`config.mk`:
```
export PLATFORM = sky130hd
export DESIGN_NAME = ordered_permutation_crossover_core
export DESIGN_NICKNAME = d
export VERILOG_FILES = /design/src/opx_pkg.sv /design/src/opx_gene_ram.sv /design/src/ordered_permutation_crossover_core.sv
export SDC_FILE = /design/constraint.sdc
export NUM_CORES = 1
export LEC_CHECK = 0
export BUFFER_PORTS_ARGS = -buffer_cell sky130_fd_sc_hd__buf_2
export CORE_MARGIN = 10
export CORE_UTILIZATION = 60
export CTS_CLUSTER_SIZE = 8
export DETAILED_ROUTE_END_ITERATION = 10
export HOLD_SLACK_MARGIN = 0.15
export PLACE_DENSITY = 0.85
export SYNTH_ARGS = -nofsm -noshare
export SYNTH_HDL_FRONTEND = slang
export SYNTH_SLANG_ARGS = --single-unit
```
`constraint.sdc`:
```
create_clock -name clk_i -period 17.06 [get_ports clk_i]
set_input_delay 3.412 -clock clk_i [delete_from_list [all_inputs] [get_ports clk_i]]
set_output_delay 3.412 -clock clk_i [all_outputs]
set_load 0.01 [all_outputs]
```
`src/opx_pkg.sv`:
```
`default_nettype none

package opx_pkg;

  localparam int unsigned GENE_W     = 5;
  localparam int unsigned TYPE_COUNT = 1 << GENE_W;
  localparam int unsigned CFG_W      = 6;
  localparam int unsigned IN_DATA_W  = 32;
  localparam int unsigned OUT_DATA_W = 16;

  typedef logic [GENE_W-1:0] gene_t;

  typedef enum logic [0:0] {
    OP_LOAD = 1'b0,
    OP_RUN  = 1'b1
  } op_e;

  // one-hot sequencer codes
  typedef enum logic [6:0] {
    ST_IDLE    = 7'b0000001,
    ST_MARK_RD = 7'b0000010,
    ST_MARK_WR = 7'b0000100,
    ST_FILL_RD = 7'b0001000,
    ST_FILL_WR = 7'b0010000,
    ST_EMIT_RD = 7'b0100000,
    ST_EMIT_WR = 7'b1000000
  } state_e;

endpackage

`default_nettype wire

```
`src/opx_gene_ram.sv`:
```
`default_nettype none

module opx_gene_ram #(
  parameter int unsigned DEPTH = 32,
  localparam int unsigned AW   = $clog2(DEPTH)
) (
  input  wire logic          clk_i,
  input  wire logic          we_i,
  input  wire logic [AW-1:0] waddr_i,
  input  wire opx_pkg::gene_t wdata_i,
  input  wire logic [AW-1:0] raddr_i,
  output opx_pkg::gene_t     rdata_o
);
  import opx_pkg::*;

  gene_t mem [DEPTH];
  gene_t rdata_q;

  always_ff @(posedge clk_i) begin
    if (we_i) begin
      mem[waddr_i] <= wdata_i;
    end
  end

  // registered read
  always_ff @(posedge clk_i) begin
    rdata_q <= mem[raddr_i];
  end

  assign rdata_o = rdata_q;

endmodule

`default_nettype wire

```
`src/ordered_permutation_crossover_core.sv`:
```
// Ordered crossover (OX1) of two permutation genomes held in on-chip gene stores.
// Input stream (s_axis): tuser selects the word kind. A load word writes one gene of
// each parent at a position and produces no output; a run word carries two cut points
// and starts a crossover of the first gene_count genes.
// Output stream (m_axis): one word per gene position, in position order, carrying
// both children's genes; tlast marks the final position of a run.
// Config: cfg_we_i writes gene_count (clamped to 3..MAX_GENES when used).
// In a run a single sequencer walks the cut to mark used gene types, then all
// positions to build the fill lists, then all positions to emit; every step has a
// read state and a write state because every store read is registered.
// s_axis_tready is high only while the sequencer is idle, so one word at a time.
// Results leave through a one-word output register; a stalled receiver holds the
// emit step, nothing is dropped, and the next input word is taken while the final
// result still waits. Reset empties the output register, clears the used marks and
// sets gene_count to 32; gene stores are not cleared and must be loaded before use.
`default_nettype none

module ordered_permutation_crossover_core #(
  parameter int unsigned MAX_GENES = 32
) (
  input  wire logic                           clk_i,
  input  wire logic                           rst_ni,
  // cfg: gene_count
  input  wire logic                           cfg_we_i,
  input  wire logic [opx_pkg::CFG_W-1:0]      cfg_wdata_i,
  // tdata: position[4:0], parent_one_gene[9:5], parent_two_gene[14:10],
  //        cut_left[19:15], cut_right[24:20], zero fill [31:25]
  input  wire logic                           s_axis_tvalid,
  output logic                                s_axis_tready,
  input  wire logic [opx_pkg::IN_DATA_W-1:0]  s_axis_tdata,
  // tuser: op[0]
  input  wire logic                           s_axis_tuser,
  output logic                                m_axis_tvalid,
  input  wire logic                           m_axis_tready,
  // tdata: out_position[4:0], child_one_gene[9:5], child_two_gene[14:10], zero [15]
  output logic [opx_pkg::OUT_DATA_W-1:0]      m_axis_tdata,
  output logic                                m_axis_tlast
);
  import opx_pkg::*;

  localparam int unsigned AW = $clog2(MAX_GENES);
  localparam int unsigned CW = $clog2(MAX_GENES + 1);
  localparam int unsigned NW = (CW > CFG_W) ? CW : CFG_W;

  // input word fields
  gene_t s_pos, s_g1, s_g2, s_cl, s_cr;
  op_e   s_op;

  assign s_pos = s_axis_tdata[4:0];
  assign s_g1  = s_axis_tdata[9:5];
  assign s_g2  = s_axis_tdata[14:10];
  assign s_cl  = s_axis_tdata[19:15];
  assign s_cr  = s_axis_tdata[24:20];
  assign s_op  = op_e'(s_axis_tuser);

  state_e state_q, state_d;
  logic [CFG_W-1:0] gene_count_q;
  logic [CW-1:0] n_q, n_d, l_q, l_d, r_q, r_d;
  logic [CW-1:0] idx_q, idx_d, k_q, k_d;
  logic [CW-1:0] cnt1_q, cnt1_d, cnt2_q, cnt2_d;
  logic [TYPE_COUNT-1:0] used1_q, used1_d, used2_q, used2_d;

  logic out_valid_q, out_valid_d;
  gene_t out_pos_q, out_pos_d, out_c1_q, out_c1_d, out_c2_q, out_c2_d;
  logic out_last_q, out_last_d;

  logic accept, out_free;
  assign s_axis_tready = (state_q == ST_IDLE);
  assign accept        = s_axis_tvalid && s_axis_tready;
  assign out_free      = !out_valid_q || m_axis_tready;

  // run set-up: clamp gene count and cut points
  logic [NW-1:0] gc_ext, n_full, hi_n, cl_c, cr_c, l_n, r_n;
  always_comb begin
    gc_ext = NW'(gene_count_q);
    if (gc_ext < NW'(3)) begin
      n_full = NW'(3);
    end else if (gc_ext > NW'(MAX_GENES)) begin
      n_full = NW'(MAX_GENES);
    end else begin
      n_full = gc_ext;
    end
    hi_n = n_full - NW'(2);
    cl_c = NW'(s_cl);
    if (cl_c < NW'(1)) cl_c = NW'(1);
    else if (cl_c > hi_n) cl_c = hi_n;
    cr_c = NW'(s_cr);
    if (cr_c < NW'(1)) cr_c = NW'(1);
    else if (cr_c > hi_n) cr_c = hi_n;
    if (cl_c == cr_c) cr_c = cl_c + NW'(1);
    if (cl_c > cr_c) begin
      l_n = cr_c;
      r_n = cl_c;
    end else begin
      l_n = cl_c;
      r_n = cr_c;
    end
  end

  // parent stores and fill lists
  logic  load_we;
  gene_t p1_rd, p2_rd, f1_rd, f2_rd;
  logic  f1_we, f2_we;

  assign load_we = accept && (s_op == OP_LOAD) && (32'(s_pos) < MAX_GENES);
  assign f1_we   = (state_q == ST_FILL_WR) && !used1_q[p2_rd];
  assign f2_we   = (state_q == ST_FILL_WR) && !used2_q[p1_rd];

  opx_gene_ram #(.DEPTH(MAX_GENES)) u_p1_store (
    .clk_i   (clk_i),
    .we_i    (load_we),
    .waddr_i (AW'(s_pos)),
    .wdata_i (s_g1),
    .raddr_i (idx_q[AW-1:0]),
    .rdata_o (p1_rd)
  );

  opx_gene_ram #(.DEPTH(MAX_GENES)) u_p2_store (
    .clk_i   (clk_i),
    .we_i    (load_we),
    .waddr_i (AW'(s_pos)),
    .wdata_i (s_g2),
    .raddr_i (idx_q[AW-1:0]),
    .rdata_o (p2_rd)
  );

  // child one takes parent two's leftovers, child two parent one's
  opx_gene_ram #(.DEPTH(MAX_GENES)) u_fill1 (
    .clk_i   (clk_i),
    .we_i    (f1_we),
    .waddr_i (cnt1_q[AW-1:0]),
    .wdata_i (p2_rd),
    .raddr_i (k_q[AW-1:0]),
    .rdata_o (f1_rd)
  );

  opx_gene_ram #(.DEPTH(MAX_GENES)) u_fill2 (
    .clk_i   (clk_i),
    .we_i    (f2_we),
    .waddr_i (cnt2_q[AW-1:0]),
    .wdata_i (p1_rd),
    .raddr_i (k_q[AW-1:0]),
    .rdata_o (f2_rd)
  );

  logic in_cut, at_end;
  assign in_cut = (idx_q >= l_q) && (idx_q <= r_q);
  assign at_end = (idx_q == n_q - CW'(1));

  always_comb begin
    state_d     = state_q;
    n_d         = n_q;
    l_d         = l_q;
    r_d         = r_q;
    idx_d       = idx_q;
    k_d         = k_q;
    cnt1_d      = cnt1_q;
    cnt2_d      = cnt2_q;
    used1_d     = used1_q;
    used2_d     = used2_q;
    out_valid_d = out_valid_q && !m_axis_tready;
    out_pos_d   = out_pos_q;
    out_c1_d    = out_c1_q;
    out_c2_d    = out_c2_q;
    out_last_d  = out_last_q;

    unique case (state_q)
      ST_IDLE: begin
        if (accept && (s_op == OP_RUN)) begin
          n_d     = CW'(n_full);
          l_d     = CW'(l_n);
          r_d     = CW'(r_n);
          idx_d   = CW'(l_n);
          used1_d = '0;
          used2_d = '0;
          state_d = ST_MARK_RD;
        end
      end
      ST_MARK_RD: state_d = ST_MARK_WR;
      ST_MARK_WR: begin
        used1_d[p1_rd] = 1'b1;
        used2_d[p2_rd] = 1'b1;
        if (idx_q == r_q) begin
          idx_d   = '0;
          cnt1_d  = '0;
          cnt2_d  = '0;
          state_d = ST_FILL_RD;
        end else begin
          idx_d   = idx_q + CW'(1);
          state_d = ST_MARK_RD;
        end
      end
      ST_FILL_RD: state_d = ST_FILL_WR;
      ST_FILL_WR: begin
        if (f1_we) cnt1_d = cnt1_q + CW'(1);
        if (f2_we) cnt2_d = cnt2_q + CW'(1);
        if (at_end) begin
          idx_d   = '0;
          k_d     = '0;
          state_d = ST_EMIT_RD;
        end else begin
          idx_d   = idx_q + CW'(1);
          state_d = ST_FILL_RD;
        end
      end
      ST_EMIT_RD: state_d = ST_EMIT_WR;
      ST_EMIT_WR: begin
        if (out_free) begin
          out_valid_d = 1'b1;
          out_pos_d   = idx_q[GENE_W-1:0];
          out_last_d  = at_end;
          if (in_cut) begin
            out_c1_d = p1_rd;
            out_c2_d = p2_rd;
          end else begin
            out_c1_d = (k_q < cnt1_q) ? f1_rd : '0;
            out_c2_d = (k_q < cnt2_q) ? f2_rd : '0;
            k_d      = k_q + CW'(1);
          end
          if (at_end) begin
            state_d = ST_IDLE;
          end else begin
            idx_d   = idx_q + CW'(1);
            state_d = ST_EMIT_RD;
          end
        end
      end
      default: state_d = ST_IDLE;
    endcase
  end

  always_ff @(posedge clk_i or negedge rst_ni) begin
    if (!rst_ni) begin
      state_q      <= ST_IDLE;
      gene_count_q <= CFG_W'(32);
      used1_q      <= '0;
      used2_q      <= '0;
      out_valid_q  <= 1'b0;
      n_q          <= '0;
      l_q          <= '0;
      r_q          <= '0;
      idx_q        <= '0;
      k_q          <= '0;
      cnt1_q       <= '0;
      cnt2_q       <= '0;
    end else begin
      state_q     <= state_d;
      if (cfg_we_i) gene_count_q <= cfg_wdata_i;
      used1_q     <= used1_d;
      used2_q     <= used2_d;
      out_valid_q <= out_valid_d;
      n_q         <= n_d;
      l_q         <= l_d;
      r_q         <= r_d;
      idx_q       <= idx_d;
      k_q         <= k_d;
      cnt1_q      <= cnt1_d;
      cnt2_q      <= cnt2_d;
    end
  end

  // output word payload
  always_ff @(posedge clk_i) begin
    out_pos_q  <= out_pos_d;
    out_c1_q   <= out_c1_d;
    out_c2_q   <= out_c2_d;
    out_last_q <= out_last_d;
  end

  assign m_axis_tvalid = out_valid_q;
  assign m_axis_tdata  = {1'b0, out_c2_q, out_c1_q, out_pos_q};
  assign m_axis_tlast  = out_last_q;

endmodule

`default_nettype wire

```
# --- After elaboration in Yosys (flattened, before gate mapping) ---
# Memories as Yosys holds them, arrays and structs flattened. A register that Yosys moved wholly into a read port is not among the register bits.
# Cells that the tools add are included.
word_totals:
  reg_bits: 136
  mem_bits_rw: 640
  inputBits: 44
  n_memories: 4
classes:
  n_addsub: 7
  magnitude_cmp: 15
  n_eq_ne: 18
  n_mux: 53
  bitwise: 3
  reduce_logical: 26
mem_list:
  columns: ["memory", "depth", "width", "rd", "rd_clocked_by_memory_dff", "write_ports", "line", "text"]
  rows:
  - ["u_fill1.mem", 32, 5, 1, 1, 1, "opx_gene_ram.sv:16", "gene_t mem [DEPTH];"]
  - ["u_fill2.mem", 32, 5, 1, 1, 1, "opx_gene_ram.sv:16", null]
  - ["u_p1_store.mem", 32, 5, 1, 1, 1, "opx_gene_ram.sv:16", null]
  - ["u_p2_store.mem", 32, 5, 1, 1, 1, "opx_gene_ram.sv:16", null]
op_table:
  columns: ["operator", "count"]
  rows:
  - ["$mux 6", 22]
  - ["$pmux 32 s2", 2]
  - ["$or 32x32->32", 2]
  - ["$pmux 7 s7", 1]
  - ["$pmux 6 s2", 3]
  - ["$mux 32", 1]
  - ["$add 6x1->6 const B", 5]
  - ["$pmux 6 s4", 1]
  - ["$mux 5", 4]
  - ["$eq 6x6->1", 3]
  - ["$mux 7", 2]
  - ["$ne 2x2->1 const B", 7]
  - ["$gt 5x6->1", 2]
  - ["$lt 5x6->1 const B", 2]
  - ["$lt 6x6->1", 2]
  - ["$mux 1", 12]
  - ["$bmux 1 s5", 2]
  - ["$demux 1 s5", 2]
  - ["$ge 5x1->1 const B", 2]
  - ["$lt 5x1->1 const B", 2]
  - ["$logic_and 1x1->1", 9]
  - ["$reduce_and 2->1", 4]
  - ["$reduce_and 4->1", 2]
  - ["$eq 7x1->1 const B", 1]
  - ["other kinds (21)", 27]

# --- Logic depth before layout (Yosys ltp) ---
# Gate-level depths: netlist (run 1).
depth:
  word_depth: 13
  mapped_depth: 26
  mapped_depth_nobuf: 25

# --- Hierarchy ---
# From an unflattened synthesis (run 1), not the netlist that was laid out.
hier_totals:
  cells_unflattened: 1918
  hier_area_um2: 33138.0
modules_own_cells:
  columns: ["mod", "instances", "cells_each", "area_per_inst_um2", "seq_area_each_um2"]
  rows:
  - ["opx_gene_ram", 4, 277, 6344.8, 4904.7]
  - ["ordered_permutation_crossover_core", 1, 810, 7758.7, 3485.8]

# --- Worst setup path before layout (run 1) ---
# Ideal clock, no wire load.
synth_path:
  path_kind: "in2reg"
  from: "input s_axis_tdata[19] (netlist bit)"
  to: "register l_q[3]"
  t_arrival_ns: 7.786
  required_time_ns: 16.934
  path_slack_ns: 9.148
  stages: 19
  cell_sequence: "ha_1 nand3_1 o21bai_1 a31oi_4 mux2_2 xnor2_1 or4b_1 buf_2 nor3_1 or2_2 ha_1 nor2b_1 o21ai_0 a21oi_1 o311ai_0 o22ai_4 o2111ai_4 nand2_2 a221o_1"
synth_via:
  elab_chain_cells: 7
  elab_cells_between_ends: 9
  cone_classes: "add/sub: 1; order compare: 3; eq/ne: 1; mux: 4"
synth_rtl:
  columns: ["element", "line", "text"]
  rows:
  - ["from (decl)", "ordered_permutation_crossover_core.sv:30", "input wire logic [opx_pkg::IN_DATA_W-1:0] s_axis_tdata,"]
  - ["$gt 5x6->1", "ordered_permutation_crossover_core.sv:86", "else if (cl_c > hi_n) cl_c = hi_n;"]
  - ["$mux 6", "ordered_permutation_crossover_core.sv:86", null]
  - ["$mux 6 (*)", "ordered_permutation_crossover_core.sv:85", "if (cl_c < NW'(1)) cl_c = NW'(1);"]
  - ["$add 6x1->6 / $eq 6x6->1 (equally long branches)", "ordered_permutation_crossover_core.sv:90", "if (cl_c == cr_c) cr_c = cl_c + NW'(1);"]
  - ["$mux 6", "ordered_permutation_crossover_core.sv:90", null]
  - ["$gt 6x6->1", "ordered_permutation_crossover_core.sv:91", "if (cl_c > cr_c) begin"]
  - ["$mux 6 (*)", "ordered_permutation_crossover_core.sv:91", null]
  - ["to (signal assigned)", "ordered_permutation_crossover_core.sv:253", "l_q <= l_d;"]
  - ["to (decl)", "ordered_permutation_crossover_core.sv:58", "logic [CW-1:0] n_q, n_d, l_q, l_d, r_q, r_d;"]
# Mark *: on every way between the ends. The rest lies on a longest branch, timed or not.
# A chain may end at the register's enable or synchronous reset.

# --- Final worst setup path (run 1) ---
layout_path:
  from: "input s_axis_tdata[19] (netlist bit)"
  to: "register l_q[4]"
# The elaborated chain is that of the path after synthesis.

==> results.py, run 1 <==
metrics = {
    "timing": {
        "rsz0062_at_grt": "false",
        "post-route-period-util_pct": 47.5,
        "fin_crit_ns": 8.10,
        "report.final.slew_viol_count": 0,
        "fmax_mhz": 123,
        "skew_ns": 0.0516,
        "worst_pin_slew_ns": 1.15,
        "final.setup.tns_ns": 0,
        "hold_slack_ns": 0.497,
        "relSlewSlack_pct": 23.2,
        "setup-violations-final": 0,
        "timing.final.ws_setup_ns": 8.96,
        "hold_viol": 0,
    },
    "grt": {
        "grt_max_degree": 78,
        "met1_usage_pct": 31.3,
        "grtUsageMet2_pct": 40.1,
        "track_usage_pct": 24.1,
        "grt.met3_usage_pct": 4.72,
        "first_global_vias": 19200,
        "gr-total-overflow": 0,
        "globalRoute.busiestLayer": "met2",
        "grt_pass1_wl_mm": 118,
        "antenna_found_initial": 0,
    },
    "floorplan": {
        "ios": 63,
        "core_area_mm2": 0.0542,
        "die_area_mm2": 0.0649,
        "start_util_pct": 61.0,
        "dieHeight_um": 255,
        "std_cell_rows": 85,
        "die_x_um": 255,
    },
    "detailed_routing": {
        "antenna_left": 0,
        "drc": 0,
        "drtIter0Drc": 2188,
        "first_pass_iters": 8,
        "vias": 18700,
        "routed_wl_mm": 76.4,
        "viasPerCell": 6.73,
        "routedWlPerCell_um": 27.6,
    },
    "pwr": {
        "leakagePower_nw": 12.5,
        "powerDensity_mw_per_mm2": 149,
        "ir_worst_vdd_mv": 0.144,
    },
    "synth": {
        "synth_seq_cells": 796,
        "synthCells": 1903,
        "synthArstFlopShare_pct": 15.1,
        "yosysSeqAreaShare_pct": 69.9,
        "avgSynthCellArea_um2": 17.4,
        "synth_edf_count": 656,
        "ys.flop_type": "edfxtp_1",
        "syn_area_mm2": 0.0331,
        "yosysWarnings": 0,
        "netlist-cell-type-count": 79,
    },
    "place": {
        "io_buffers": 54,
        "place_congestion": 0.883,
        "pre_cts_ws_ns": 8.47,
        "hpwl_mm": 43.3,
        "placed_area_mm2": 0.0341,
    },
    "worst_setup_path": {
        "arrival_ns": 8.60,
        "worstPathRequired_ns": 17.56,
        "start_kind": "input port",
        "crit_path_end_kind": "register",
        "cp_cell_sequence": "buf_2 > ha_1 > nand3_1 > o21bai_1 > a31oi_4 > mux2i_2 > inv_2 > xnor2_2 > or4b_1 > nor3_1 > or2_2 > ha_1 > nor2b_1 > o21ai_0 > a21oi_1 > o311ai_0 > o22ai_4 > o2111a_2 > o21ai_0 > o311ai_1",
        "slowest_delay_ns": 0.68,
        "critPathKind": "input port to register",
        "crit_slowest_cell": "or4b_1",
        "crit_fanout": 8,
    },
    "clock_tree": {
        "clock_latency_ns": 0.66,
        "postCtsHoldBufs": 0,
        "post_cts_resized": 0,
        "cts-htree-levels": 3,
        "cts_setup_buffers": 0,
        "numCtsBuffers": 109,
        "clk_pin_slew_ns": 0.05,
        "root_buffer": "clkbuf_16",
        "clockBufferDepth": 3,
        "cts_tree": "built",
        "cts_sinks": 796,
    },
    "finish": {
        "final_cell_area_mm2": 0.0372,
        "final_net_count": 2097,
        "antenna_cells": 0,
        "layout-drive-gt1-share_pct": 22.8,
        "syn2layout_area_growth_pct": 12.5,
    },
    "run_status": {
        "status": "finished, final reports clean",
    },
    "worst_hold_path": {
        "hp-class": "register to register",
    },
    "flow_run": {
        "maxCapViolCount": 0,
    },
}
cells in the final DEF, fill, tap and decap left out, drive strengths merged, types with 43 or more instances in the layout:
cell type / n
clkbuf: 180
inv: 55
nor2: 218
dfrtp: 118
mux4: 216
o21ai: 43
buf: 76
nand2: 78
edfxtp: 656
ha: 49
a21oi: 88
cells by family (layout without fill, tap and decap cells):
group | after synthesis | count (layout) | synth area share (%)
simple gates | 439 | 439 | 6.07
mux | 258 | 258 | 16.2
other cells | 1 | 2 | 0.0113
flops | 796 | 796 | 69.9
buf+inv | 139 | 313 | 1.63
xor+xnor | 25 | 25 | 0.708
fa+ha+maj | 49 | 49 | 1.85
compound gates | 196 | 196 | 3.70
final timing paths:
check / end / slack [ns] / start / depth (start not counted)
worst max-delay path: l_q[4] / 8.96 / s_axis_tdata[19] / 20
min in group asynchronous: used2_q[2] / 2.81 / rst_ni / 1
worst min-delay path: used2_q[11] / 0.50 / used2_q[11] / 2
max in group asynchronous: idx_q[0] / 12.82 / rst_ni / 2
worst min register to register: used2_q[11] / 0.50 / used2_q[11] / 2
worst max register to register: l_q[4] / 9.78 / gc_ext[4] / 24
flip-flops by register name, indices dropped and copies added (netlist names), 6 cells and up:
signal,count
state_q,7
gc_ext,6
used2_q,32
cnt1_q,6
cnt2_q,6
k_q,6
u_fill1.mem,160
r_q,6
used1_q,32
u_p1_store.mem,160
l_q,6
u_p2_store.mem,160
u_fill2.mem,160
idx_q,6
n_q,6
critical path, delay by kind of cell:
kind,cells,cell delay [ns]
buf+inv,2,0.24
mux,1,0.44
xor+xnor,1,0.19
simple gates,5,1.36
compound gates,9,2.42
fa+ha+maj,2,0.54
routing by layer:
metal / routed length [um] / vias to the layer above
met4: 2730 / 0
met2: 38900 / 1273
met5: 0 / -
met1: 27700 / 9462
li1: - / 7704
met3: 7070 / 226
area by class of cell:
cell class              instances  area, um^2
well taps                     696         871
fillers                      3151       17000
inverters                      52         195
flip-flops and latches        796       23100
clock buffers                 180        3020
multi-input cells             969        9430
clock inverters                 5         120
repair buffers                 76         438
through the flow:
step                utilization, %  power, mW  std cells
finish                        68.6       5.54       2774
global route                  68.6       5.71       2774
CTS                           68.6       5.54       2774
detailed placement            62.8       3.52       2589
global placement              62.8       3.46       2589
floorplan                        -       3.18       1904
synthesized netlist by cell type, types with 3 or more instances:
cell | count | area, um^2
dfrtp_1 | 118 | 2950
o31ai_1 | 3 | 22.5
or3_1 | 5 | 31.3
nor2_1 | 215 | 807
nor2b_1 | 10 | 62.6
nor3_1 | 27 | 135
dfxtp_1 | 20 | 400
ha_1 | 49 | 613
buf_1 | 26 | 97.6
xnor2_1 | 17 | 149
o21ai_0 | 42 | 210
nand3b_1 | 5 | 37.5
mux2i_2 | 3 | 41.3
clkbuf_1 | 57 | 214
o211ai_1 | 8 | 60.1
a21o_1 | 6 | 45.0
nand3_1 | 36 | 180
nor4_1 | 10 | 62.6
edfxtp_1 | 656 | 19700
nand2_1 | 77 | 289
inv_1 | 51 | 191
nand4_1 | 3 | 18.8
xor2_1 | 6 | 52.6
mux2_2 | 30 | 338
a31oi_1 | 10 | 62.6
a211oi_1 | 3 | 22.5
and3_1 | 6 | 37.5
and2_1 | 3 | 18.8
a21oi_1 | 88 | 440
mux4_2 | 216 | 4860
mux2i_1 | 7 | 70.1
or2_2 | 3 | 18.8
a22oi_1 | 4 | 30.0
nor3b_1 | 6 | 45.0
nand2b_1 | 17 | 106
power by group:
| part | internal [mW] | leakage [nW] | switching [mW] | total (mW) |
|---|---|---|---|---|
| logic | 0.446 | 3.36 | 0.660 | 1.11 |
| registers | 2.32 | 7.68 | 0.116 | 2.43 |
| clock network | 1.21 | 1.49 | 0.792 | 2.00 |
| total | 3.97 | 12.5 | 1.57 | 5.54 |
No activity file was read; power rests on OpenSTA's default activity.
==> inputs of run 2 (changes only) <==
clock period = 8.24 ns   (was 17.06 ns; I/O delays follow)
==> run 2 against run 1 <==
Routed wire length is 0.75% lower. Largest power group unchanged. Combinational power is 110% higher. Largest cell class unchanged. Worst setup slack worse by 8.0 ns. Final cell count is 0.18% lower. Die area stayed put. Critical endpoint is now l_q[0]. Flip-flop and latch count stayed put. Sequential share of layout area hardly changed. Register-to-register slack worse by 8.8 ns. First-iteration DRC count is 22% higher.
==> results.py, run 2 (synthesized netlist as in run 1, its figures left out) <==
metrics = {
    "clock_tree": {
        "numCtsBuffers": 109,
        "cts_setup_buffers": 0,
        "clk_pin_slew_ns": 0.05,
        "postCtsHoldBufs": 0,
        "clock_latency_ns": 0.66,
        "cts-htree-levels": 3,
        "cts_tree": "built",
        "root_buffer": "clkbuf_16",
        "post_cts_resized": 0,
        "cts_sinks": 796,
        "clockBufferDepth": 3,
    },
    "floorplan": {
        "die_area_mm2": 0.0649,
        "std_cell_rows": 85,
        "ios": 63,
        "core_area_mm2": 0.0542,
        "dieHeight_um": 255,
        "die_x_um": 255,
        "start_util_pct": 61.0,
    },
    "timing": {
        "fmax_mhz": 138,
        "timing.final.ws_setup_ns": 0.977,
        "worst_pin_slew_ns": 1.20,
        "skew_ns": 0.0271,
        "relSlewSlack_pct": 19.7,
        "final.setup.tns_ns": 0,
        "report.final.slew_viol_count": 0,
        "post-route-period-util_pct": 88.1,
        "setup-violations-final": 0,
        "hold_viol": 0,
        "fin_crit_ns": 7.26,
        "rsz0062_at_grt": "false",
    },
    "detailed_routing": {
        "viasPerCell": 6.71,
        "drtIter0Drc": 2667,
        "routed_wl_mm": 75.9,
        "routedWlPerCell_um": 27.4,
        "drc": 0,
        "vias": 18600,
        "first_pass_iters": 6,
        "antenna_left": 0,
    },
    "pwr": {
        "p_comb_share_pct": 20.6,
        "p_int_mw": 8.16,
        "p_sw_share_pct": 28.5,
        "leakagePower_nw": 12.5,
        "p_sw_mw": 3.26,
        "ir_worst_vdd_mv": 0.315,
        "powerDensity_mw_per_mm2": 307,
        "power_frac_seq_pct": 43.6,
        "power.share.clock_pct": 35.8,
    },
    "worst_setup_path": {
        "slowest_delay_ns": 0.67,
        "arrival_ns": 7.76,
        "critPathKind": "register to register",
        "crit_path_frequent_cell": "ha_1",
        "crit_path_end_kind": "register",
        "cp_cell_sequence": "or3_1 > a21oi_1 > inv_1 > ha_1 > xnor2_1 > ha_1 > nand3_1 > o211ai_2 > a31oi_4 > mux2i_2 > inv_2 > xnor2_2 > or4b_1 > nor3_1 > or2_2 > ha_1 > nor2b_1 > o21ai_0 > a21oi_1 > o311ai_0 > o22ai_4 > o2111a_2 > o21ai_0 > o211ai_1",
        "start_kind": "register",
        "crit_slowest_cell": "or4b_1",
        "r2r_setup_slack_ns": 0.98,
        "crit_fanout": 8,
        "worstPathRequired_ns": 8.74,
        "path_buf_inv": 2,
        "worst_path_dominant_cell_family": "compound AO/OA/AOI/OAI gates",
    },
    "run_status": {
        "status": "finished, final reports clean",
    },
    "finish": {
        "final_net_count": 2098,
        "syn2layout_area_growth_pct": 12.4,
        "fill_cells": 3179,
        "final_common_cell": "edfxtp_1",
        "final_cell_mix": "656 x edfxtp_1, 216 x mux4_2, 215 x nor2_1, 114 x dfrtp_1, 109 x clkbuf_16",
        "layout-drive-gt1-share_pct": 22.9,
        "antenna_cells": 0,
        "finalNonFillerCells": 2769,
    },
    "grt": {
        "gr-total-overflow": 0,
        "track_usage_pct": 23.9,
        "grt_pass1_wl_mm": 117,
        "antenna_found_initial": 0,
        "grt_max_degree": 78,
        "first_global_vias": 19200,
    },
    "place": {
        "dp.cells": 2590,
        "pre_cts_ws_ns": 1.11,
        "place_congestion": 0.857,
        "io_buffers": 54,
        "hpwl_mm": 43.2,
    },
    "flow_run": {
        "maxCapViolCount": 0,
    },
    "worst_hold_path": {
        "hp-class": "register to register",
    },
}
run 2: layout make-up:
| class | instances | area [um^2] | area share (%) |
|---|---|---|---|
| clock inverter | 7 | 151 | 0.407 |
| clock buffer | 172 | 2960 | 7.97 |
| multi-input combinational | 969 | 9430 | 25.4 |
| tap | 696 | 871 | 2.34 |
| inverter | 52 | 195 | 0.525 |
| sequential | 796 | 23100 | 62.2 |
| timing repair buffer | 77 | 445 | 1.20 |
run 2: final timing paths:
check / from / endpoint / cells past startpoint
setup / recovery: gc_ext[4] / l_q[0] / 24
hold / removal: used2_q[6] / used2_q[6] / 2
setup reg to reg: gc_ext[4] / l_q[0] / 24
hold reg to reg: used2_q[6] / used2_q[6] / 2
max in group asynchronous: rst_ni / idx_q[1] / 2
min in group asynchronous: rst_ni / used2_q[1] / 1
run 2: power by group through the flow:
stage | logic, mW | clock network, mW | registers, mW
global placement | 2.16 | 0 | 5.02
floorplan | 1.53 | 0 | 5.06
CTS | 2.33 | 4.11 | 4.97
detailed placement | 2.25 | 0 | 5.04
global route | 2.52 | 4.29 | 4.99
finish | 2.35 | 4.09 | 4.98
run 2: stage by stage:
stage	hold slack [ns]	util, %	power (mW)	cell area [um^2]
after floorplan	0.456	-	6.59	33100
after global placement	0.470	62.8	7.17	34100
after detailed placement	0.487	62.8	7.29	34100
after CTS	0.500	68.6	11.4	37200
after global routing	0.516	68.6	11.8	37200
final	0.499	68.6	11.4	37200
run 2: routing by layer:
metal,global-route usage [%],vias up,wire (um)
met5,0,-,0
met4,8.04,0,2280
met3,4.05,183,6570
met2,40.2,1257,38900
met1,31.5,9431,28100
li1,-,7705,-
run 2: worst min-delay path, delay by kind of cell (launching register included):
family / cells / cell delay [ns]
AND/OR/NAND/NOR: 1 / 0.08
AO/OA/AOI/OAI: 1 / 0.04
flip-flops: 1 / 0.34
==> inputs of run 3 (changes only) <==
SKIP_LAST_GASP = 1   (was unset)
TNS_END_PERCENT = 10   (was unset)
clock period = 7.4 ns   (was 8.24 ns; I/O delays follow)
==> run 3 against run 2 <==
Non-clock buffer count is the same. Die area did not move. Combinational power up 8.9%. Via count increased by 0.47%. First-iteration DRC count is 18% lower. Clock-buffer cell count up 9. Sequential power rose by 13%. Power increased by 12%. Flip-flop and latch count unchanged. Worst hold slack got worse by 0.0015 ns. Sequential share of layout area down 0.094 points. Worst setup slack lost 0.38 ns.
==> results.py, run 3 (synthesized netlist as in run 1, its figures left out) <==
metrics = {
    "timing": {
        "fmax_mhz": 147,
        "fin_crit_ns": 6.80,
        "post-route-period-util_pct": 91.9,
        "rsz0062_at_grt": "false",
        "setup-violations-final": 0,
        "skew_ns": 0.0406,
        "worst_pin_slew_ns": 1.17,
        "final.setup.tns_ns": 0,
        "report.final.slew_viol_count": 0,
        "hold_viol": 0,
        "relSlewSlack_pct": 21.5,
    },
    "worst_setup_path": {
        "critPathKind": "register to register",
        "r2r_setup_slack_ns": 0.60,
        "r2r_cells": 25,
        "crit_path_frequent_cell": "ha_1",
        "crit_slowest_cell": "or4b_1",
        "start_kind": "register",
        "crit_fanout": 8,
        "crit_path_end_kind": "register",
        "slowest_delay_ns": 0.67,
        "worstPathRequired_ns": 7.91,
        "arrival_ns": 7.31,
    },
    "pwr": {
        "p_comb_share_pct": 20.1,
        "p_sw_mw": 3.65,
        "p_int_mw": 9.12,
        "p_total_mw": 12.8,
        "p_sw_share_pct": 28.6,
        "power_frac_seq_pct": 43.9,
        "ir_worst_vdd_mv": 0.296,
        "power.share.clock_pct": 36.0,
        "powerDensity_mw_per_mm2": 343,
        "leakagePower_nw": 12.6,
    },
    "finish": {
        "final_net_count": 2098,
        "fill_cells": 3181,
        "final_common_cell": "edfxtp_1",
        "final_cell_mix": "656 x edfxtp_1, 216 x mux4_2, 215 x nor2_1, 114 x dfrtp_1, 110 x clkbuf_16",
        "finalNonFillerCells": 2779,
        "syn2layout_area_growth_pct": 12.6,
        "layout-drive-gt1-share_pct": 22.9,
        "multi_input_area_mm2": 0.00944,
        "regArea_mm2": 0.0231,
    },
    "run_status": {
        "status": "finished, final reports clean",
    },
    "clock_tree": {
        "clock_latency_ns": 0.67,
        "cts_sinks": 796,
        "cts-htree-levels": 3,
        "clockBufferDepth": 3,
        "cts_tree": "built",
        "numCtsBuffers": 109,
        "root_buffer": "clkbuf_16",
        "postCtsHoldBufs": 0,
        "clk_pin_slew_ns": 0.05,
    },
    "floorplan": {
        "start_util_pct": 61.0,
        "std_cell_rows": 85,
        "core_area_mm2": 0.0542,
        "die_area_mm2": 0.0649,
        "ios": 63,
        "dieHeight_um": 255,
        "die_x_um": 255,
    },
    "grt": {
        "first_global_vias": 19300,
        "track_usage_pct": 24.5,
        "gr-total-overflow": 0,
        "antenna_found_initial": 2,
        "grt_pass1_wl_mm": 119,
        "grt_max_degree": 78,
    },
    "detailed_routing": {
        "viasPerCell": 6.72,
        "antenna_left": 0,
        "met2_length_mm": 40.2,
        "routedLengthMet1_mm": 28.5,
        "drtIter0Drc": 2189,
        "routedWlPerCell_um": 28.0,
        "first_pass_iters": 5,
        "vias": 18700,
        "routed_wl_mm": 77.9,
        "drc": 0,
        "top_layer_used": "met4",
        "met3_length_mm": 6.59,
    },
    "place": {
        "hpwl_mm": 43.2,
        "dp.cells": 2590,
        "io_buffers": 54,
        "place_congestion": 0.871,
    },
    "worst_hold_path": {
        "worstHoldPathCells": 2,
        "hp-class": "register to register",
    },
    "flow_run": {
        "maxCapViolCount": 0,
    },
}
## run 3: changes by cell type in the layout (fill, tap and decap cells not counted), sizes merged
cell / delta
diode: +1
clkbuf: +9
## run 3: area by class of cell
class | instances | share of cell area (%)
inverters | 52 | 0.524
clock inverters | 7 | 0.383
repair buffers | 77 | 1.20
diodes | 1 | 0.00672
clock buffers | 181 | 8.11
flip-flops and latches | 796 | 62.1
multi-input cells | 969 | 25.4
well taps | 696 | 2.34
## run 3: critical path: cells and delay by family (launching register included)
family	cells	cell delay, ns
fa+ha+maj	3	0.78
buf+inv	3	0.35
xor+xnor	2	0.41
simple gates	6	1.71
mux	1	0.44
compound gates	10	2.54
flops	1	0.42
## run 3: worst paths after layout
kind / startpoint / to
setup / recovery: gc_ext[4] / idx_q[1]
hold reg to reg: used2_q[17] / used2_q[17]
setup reg to reg: gc_ext[4] / idx_q[1]
hold / removal: used2_q[17] / used2_q[17]
min in group asynchronous: rst_ni / cnt2_q[2]
max in group asynchronous: rst_ni / idx_q[1]
## run 3: per-stage QoR
| stage | cell area, um^2 | hold WS [ns] | worst slack (ns) | util (%) |
|---|---|---|---|---|
| 5_1_grt | 37200 | 0.515 | 0.171 | 68.7 |
| 6_report | 37200 | 0.497 | 0.601 | 68.7 |
| 2_1_floorplan | 33100 | 0.456 | 1.28 | - |
| 3_5_place_dp | 34100 | 0.481 | 0.629 | 62.8 |
| 4_1_cts | 37200 | 0.492 | 0.558 | 68.6 |
| 3_3_place_gp | 34100 | 0.470 | 0.768 | 62.8 |
## run 3: power by group through the flow
stage	clock network, mW	registers (mW)	logic [mW]
4_1_cts	4.63	5.61	2.52
3_3_place_gp	0	5.66	2.33
6_report	4.60	5.61	2.56
2_1_floorplan	0	5.63	1.70
3_5_place_dp	0	5.68	2.46
5_1_grt	4.81	5.64	2.73
## run 3: timing repair
item	4_1_cts	5_1_grt
setup buffers	0	0
resized for setup	0	1
setup endpoints to repair	0	1
## run 3: metal layers
layer / GRT usage (%) / vias up
li1: - / 7704
met5: 0 / -
met3: 4.45 / 224
met4: 9.28 / 0
met2: 41.2 / 1197
met1: 31.5 / 9539
